[src/rtl/tcsie_pkg.sv]
// shared constants, record codes, controller commands and status for the
// two-color simplex interface extractor; no dependencies
package tcsie_pkg;

    localparam int NUM_POINTS   = 65536;
    localparam int MAX_VERTICES = 4096;
    localparam int COORD_BITS   = 24;
    localparam int COLOR_BITS   = 8;

    localparam int IDX_W   = 16;
    localparam int CNT_W   = 3;
    localparam int KIND_W  = 3;
    localparam int VIDO_W  = 12;
    localparam int ID_W    = 16;
    localparam int DIST_W  = 26;

    localparam int PIDX_BITS  = $clog2(NUM_POINTS);
    localparam int VID_BITS   = $clog2(MAX_VERTICES);
    localparam int VCNT_BITS  = VID_BITS + 1;
    localparam int KEY_BITS   = 2 * PIDX_BITS;
    localparam int PT_BITS    = 3 * COORD_BITS + COLOR_BITS;
    localparam int DIFF_BITS  = COORD_BITS + 1;
    localparam int SUM_BITS   = 2 * DIFF_BITS + 2;
    localparam int ROOT_STEPS = SUM_BITS / 2;
    localparam int STEP_BITS  = $clog2(ROOT_STEPS);

    typedef enum logic [KIND_W-1:0] {
        REC_VERTEX  = 3'd0,
        REC_EDGE    = 3'd1,
        REC_TRI     = 3'd2,
        REC_QUAD    = 3'd3,
        REC_NOT_TWO = 3'd4,
        REC_FULL    = 3'd5
    } t_rec;

    typedef enum logic [4:0] {
        OP_NONE,
        OP_LOAD,
        OP_CAPT,
        OP_CRD,
        OP_CGET,
        OP_PINIT,
        OP_KEY,
        OP_SRD,
        OP_SCMP,
        OP_NEW,
        OP_NEWP,
        OP_NEWQ,
        OP_DIFF,
        OP_MUL,
        OP_SQRT,
        OP_VREC,
        OP_NEXT,
        OP_FINAL,
        OP_ERR,
        OP_FULL
    } t_op;

    typedef struct packed {
        logic two_colors;
        logic ci_last;
        logic search_end;
        logic match;
        logic full;
        logic pair_last;
        logic mul_last;
        logic root_last;
        logic nc_ge2;
    } t_stat;

endpackage

[src/rtl/tcsie_ctrl.sv]
// sequencing state machine: load, color reads, pair walk, table search,
// new-vertex arithmetic and record hand-off; uses tcsie_pkg
module tcsie_ctrl (
    input  logic             i_clk,
    input  logic             i_rst_n,
    input  logic             i_valid,
    input  logic             i_kind,
    input  logic             i_stall,
    input  tcsie_pkg::t_stat i_stat,
    output tcsie_pkg::t_op   o_op,
    output logic             o_stall,
    output logic             o_valid
);
    import tcsie_pkg::*;

    typedef enum logic [4:0] {
        S_IDLE, S_CRD, S_CGET, S_PINIT, S_KEY, S_SRD, S_SCMP, S_NEW, S_NEWP,
        S_NEWQ, S_DIFF, S_MUL, S_SQRT, S_VREC, S_EMIT_V, S_NEXT, S_FINAL,
        S_ERR, S_FULL, S_EMIT_L
    } t_state;

    t_state r_state, n_state;
    logic   r_stall, r_valid;
    t_op    w_op;
    logic   w_accept;

    assign w_accept = i_valid && !r_stall;

    always_comb begin
        n_state = r_state;
        w_op    = OP_NONE;
        case (r_state)
            S_IDLE: begin
                if (w_accept) begin
                    w_op = i_kind ? OP_CAPT : OP_LOAD;
                    if (i_kind) n_state = S_CRD;
                end
            end
            S_CRD: begin
                w_op = OP_CRD;
                n_state = S_CGET;
            end
            S_CGET: begin
                w_op = OP_CGET;
                n_state = i_stat.ci_last ? S_PINIT : S_CRD;
            end
            S_PINIT: begin
                w_op = OP_PINIT;
                n_state = i_stat.two_colors ? S_KEY : S_ERR;
            end
            S_KEY: begin
                w_op = OP_KEY;
                n_state = S_SRD;
            end
            S_SRD: begin
                w_op = OP_SRD;
                if (i_stat.search_end) n_state = i_stat.full ? S_FULL : S_NEW;
                else n_state = S_SCMP;
            end
            S_SCMP: begin
                w_op = OP_SCMP;
                n_state = i_stat.match ? S_NEXT : S_SRD;
            end
            S_NEW: begin
                w_op = OP_NEW;
                n_state = S_NEWP;
            end
            S_NEWP: begin
                w_op = OP_NEWP;
                n_state = S_NEWQ;
            end
            S_NEWQ: begin
                w_op = OP_NEWQ;
                n_state = S_DIFF;
            end
            S_DIFF: begin
                w_op = OP_DIFF;
                n_state = S_MUL;
            end
            S_MUL: begin
                w_op = OP_MUL;
                if (i_stat.mul_last) n_state = S_SQRT;
            end
            S_SQRT: begin
                w_op = OP_SQRT;
                if (i_stat.root_last) n_state = S_VREC;
            end
            S_VREC: begin
                w_op = OP_VREC;
                n_state = S_EMIT_V;
            end
            S_EMIT_V: begin
                if (!i_stall) n_state = S_NEXT;
            end
            S_NEXT: begin
                w_op = OP_NEXT;
                n_state = i_stat.pair_last ? S_FINAL : S_KEY;
            end
            S_FINAL: begin
                w_op = OP_FINAL;
                n_state = i_stat.nc_ge2 ? S_EMIT_L : S_IDLE;
            end
            S_ERR: begin
                w_op = OP_ERR;
                n_state = S_EMIT_L;
            end
            S_FULL: begin
                w_op = OP_FULL;
                n_state = S_EMIT_L;
            end
            S_EMIT_L: begin
                if (!i_stall) n_state = S_IDLE;
            end
            default: n_state = S_IDLE;
        endcase
    end

    always_ff @(posedge i_clk) begin
        if (!i_rst_n) begin
            r_state <= S_IDLE;
            r_stall <= 1'b0;
            r_valid <= 1'b0;
        end else begin
            r_state <= n_state;
            r_stall <= (n_state != S_IDLE);
            r_valid <= (n_state == S_EMIT_V) || (n_state == S_EMIT_L);
        end
    end

    assign o_op    = w_op;
    assign o_stall = r_stall;
    assign o_valid = r_valid;

`ifndef SYNTH
    // a pending record always blocks new input
    assert property (@(posedge i_clk) disable iff (!i_rst_n) r_valid |-> r_stall)
        else $error("record pending while input open");
    // an accepted record returns to idle or moves on to the next pair
    assert property (@(posedge i_clk) disable iff (!i_rst_n)
        (r_state == S_EMIT_L && !i_stall) |=> (r_state == S_IDLE))
        else $error("final record not followed by idle");
    assert property (@(posedge i_clk) disable iff (!i_rst_n)
        (r_state == S_EMIT_V && !i_stall) |=> (r_state == S_NEXT))
        else $error("vertex record not followed by pair advance");
`endif
endmodule

[config.mk]
export PLATFORM = sky130hd
export DESIGN_NAME = tcsie_ctrl
export DESIGN_NICKNAME = d
export VERILOG_FILES = /design/src/rtl/tcsie_pkg.sv /design/src/rtl/tcsie_ctrl.sv
export SDC_FILE = /design/constraint.sdc
export NUM_CORES = 1
export LEC_CHECK = 0
export BUFFER_PORTS_ARGS = -buffer_cell sky130_fd_sc_hd__buf_2
export CORE_MARGIN = 3
export CORE_UTILIZATION = 50
export DETAILED_ROUTE_END_ITERATION = 10
export GPL_TIMING_DRIVEN = 0
export HOLD_SLACK_MARGIN = 0.08
export PLACE_DENSITY = 0.8
export SLEW_MARGIN = 20
export SYNTH_ARGS = -nofsm -noshare
export SYNTH_HDL_FRONTEND = slang
export SYNTH_SLANG_ARGS = --single-unit
[constraint.sdc]
create_clock -name i_clk -period 2.9 [get_ports i_clk]
set_input_delay 0 -clock i_clk [delete_from_list [all_inputs] [get_ports i_clk]]
set_output_delay 0 -clock i_clk [all_outputs]
set_load 0.01 [all_outputs]
==> metrics.md <==
| Metric | Value |
|---|---|
| Total negative slack | 0 ps |
| Critical-path cell list | buf_6 -> buf_2 -> o211a_1 -> o21ai_0 -> and2_1 -> a41oi_2 |
| WP data required | 3010 ps |
| Antenna Cells | 0 |
| Area added between synthesis and finish | 21.0% |
| Worst min-delay path category | primary input to flop |
| Total power | 284 µW |
| Number of remaining DRC errors | 0 |
| Filler Cell Count | 122 |
| TritonCTS clock tree | yes |
| Number of library cell types mapped by synthesis | 41 |
| Number of synthesized register bits | 7 |
| Count of standard-cell rows | 13 |
| Antenna-violating nets left | 0 |
| Proportion of synthesized chip area in sequential cells | 19.0% |
| Horizontal die dimension | 44.4 µm |
| Routed wire length | 2010 µm |
| Post-Synthesis Net Count | 114 |
| GRT Residual Overflow | 0 |
| CTS root buf | clkbuf_4 |
| Count of pins over their slew limit | 0 |
| Final Setup Violations | 0 |
| Vias after detailed routing | 844 |
| Type of element launching the critical path | flop |
| Number of buffers added by the clock tree synthesis step | 3 |
| Overall routing resource usage | 21.3% |
| Maximum single-stage delay on the critical path | 360 ps |
| Per-instance average area after synthesis | 7.38 µm² |
| Worst voltage drop across the vdd grid | 0.311 mV |
| Sink count of the clock tree | 7 |
| Type of element capturing the critical path | flop |
| Largest buffer count on any clock path | 2 |
| Fraction of the cycle the final worst path needs | 57.4% |
| Transition time at the pin with the least slew margin | 430 ps |
| Placer's final routability congestion estimate | 0.834 |
| Outcome | finished clean |
| Starting density of the core | 54.7% |
| Top-level I/O count | 21 |
| Critical path arrival | 1780 ps |
| Number of global-route vias before repair | 733 |
| Chip Height | 44.4 µm |
| Power density normalized to cell area | 318 nW/µm² |
| Async set-reset flop share out of synthesis | 0% |
| Detailed-route vias per instance | 6.03 |
| Routed wirelength normalized by instance count | 14.4 µm |
| Register cell area after layout | 140 µm² |
| Antenna violations before repair | 0 |
| Normalized max-slew margin | 71.1% |
| Synthesized instance count | 100 |
| Core footprint | 1350 µm² |
| Violation count after the first detailed-route iteration | 33 |
| Clock edge transition at the registers on the reported setup and hold paths | 50 ps |
| Kind of critical path | flop to flop |
| RSZ-0062 raised after global routing | false |
| Port Buffers | 20 |
| Die ar. | 1970 µm² |
| Number of levels the H-tree was split into | 1 |
| Maximum number of pins on one net before global-route repair | 11 |
| Worst-path maximum fanout | 10 |
| Total leakage power | 0.393 nW |
| Time the final worst path needs with I/O delays and setup | 1660 ps |
| Clk Latency, worst-skew pair | 250 ps |
| Cell area after synthesis | 738 µm² |
| EDFF count, synth | 0 |
| Area of combinational cells with multiple inputs | 505 µm² |
| Most frequently used flop master after synthesis | dfxtp_1 |
| Number of buffers inserted by post-CTS setup repair | 0 |
| Slowest cell on the critical path | o21ai_0 |
| Detailed placer's ending HPWL | 1480 µm |
| Number of maximum-capacitance constraint violations | 0 |
| Global-route wire length before repair | 3170 µm |
| Fraction of final layout cells with drive strength greater than 1 | 31.2% |
| Drt first pass iters | 5 |
| Final worst clock skew | 4.48 ps |
| Reg2Reg Setup Slack | 1240 ps |
| Achievable clock frequency | 601 MHz |
| Yosys warns | 0 |
| Number of nets in the layout | 140 |
| Number of hold-slack violations in the final timing report | 0 |
-- sequential cells by signal, summed over array words and instances, names as in the netlist --
name,cells
o_valid,1
r_state,5
o_stall,1
-- where the power goes --
part / switching, mW / internal, mW
Sequential: 0.00294 / 0.101
Clock: 0.0353 / 0.0525
Combinational: 0.0493 / 0.0432
-- path summary, 6_finish.rpt --
check	depth (start not counted)	endpoint	from
worst max-delay path	6	o_stall$_SDFF_PN0_	r_state[0]$_SDFF_PN0_
worst min-delay path	5	o_valid$_SDFF_PN0_	i_stat[3]
worst max register to register	6	o_stall$_SDFF_PN0_	r_state[0]$_SDFF_PN0_
worst min register to register	5	r_state[4]$_SDFF_PN0_	r_state[2]$_SDFF_PN0_
-- logic make-up (layout without fill, tap and decap cells) --
group | count (synthesis) | in the layout | synth area share, %
xor gates and xnor gates | 2 | 2 | 2.37
and+or+nand+nor | 49 | 49 | 39.8
DFF | 7 | 7 | 19.0
AOI/OAI and AO/OA | 28 | 28 | 26.3
buffers and inverters | 14 | 39 | 12.5
-- metrics by stage --
stage	util (%)	area [µm²]	hold slack [ps]	setup slack, ps	cells
finish	66.2	893	183	1240	140
global route	66.2	893	184	1160	140
CTS	66.2	893	181	1290	140
detailed placement	63.5	857	239	1290	135
global placement	63.5	857	247	1320	135
floorplan	-	738	118	1480	100
-- repair_timing --
| item | CTS | global route |
|---|---|---|
| resized for setup | 0 | 0 |
| endpoints found under the hold margin | 3 | 0 |
| endpoints found under the setup margin | 0 | 0 |
| hold buffers | 1 | 0 |
-- Yosys cell counts (all sizes together), types with 2 or more instances --
cell type | n | area (µm²)
inv | 6 | 22.5
buf | 8 | 70.1
nand3 | 4 | 20.0
o211ai | 2 | 15.0
nor3 | 3 | 15.0
nor2 | 12 | 47.6
nand2 | 8 | 32.5
nor4bb | 2 | 20.0
a31oi | 3 | 18.8
o21ai | 4 | 20.0
a41oi | 2 | 25.0
dfxtp | 7 | 140
and2 | 3 | 23.8
nor2b | 7 | 43.8
nor3b | 2 | 15.0
a21oi | 9 | 45.0
-- layout by cell type (no fill, tap or decap), types with 2 or more instances in the layout --
master / netlist / routed
nor3b_1: 2 / 2
and2_4: 2 / 2
nand2_1: 7 / 7
nor3_1: 3 / 3
buf_6: 4 / 4
a31oi_1: 3 / 3
nor4bb_1: 2 / 2
o211ai_1: 2 / 2
a21oi_1: 9 / 9
buf_2: 2 / 22
buf_4: 2 / 2
dfxtp_1: 7 / 7
nand3_1: 4 / 4
inv_1: 6 / 6
nor2b_1: 7 / 7
nor2_1: 11 / 11
clkbuf_4: 0 / 3
o21ai_0: 3 / 3
-- critical path, delay by kind of cell, from the launching register on --
kind | cells | cell delay [ps]
buffers and inverters | 2 | 300
AO/OA/AOI/OAI | 3 | 710
flip-flops | 1 | 300
AND/OR/NAND/NOR | 1 | 210
-- per-layer routing --
layer	part of all wire [%]	global-route usage, %	vias up
met5	0	0	-
li1	-	-	410
met1	42	26.5	387
met3	8.1	6.50	3
met4	0.25	6.02	0
met2	49	35.2	44
-- cell type report --
class,instances,area share [%]
buffer,8,7.84
clock buffer,4,2.94
inverter,6,2.52
multi-input combinational,79,56.6
sequential,7,15.7
tap,15,2.10
timing repair buffer,21,12.3
(Power assumes the default switching activity.)
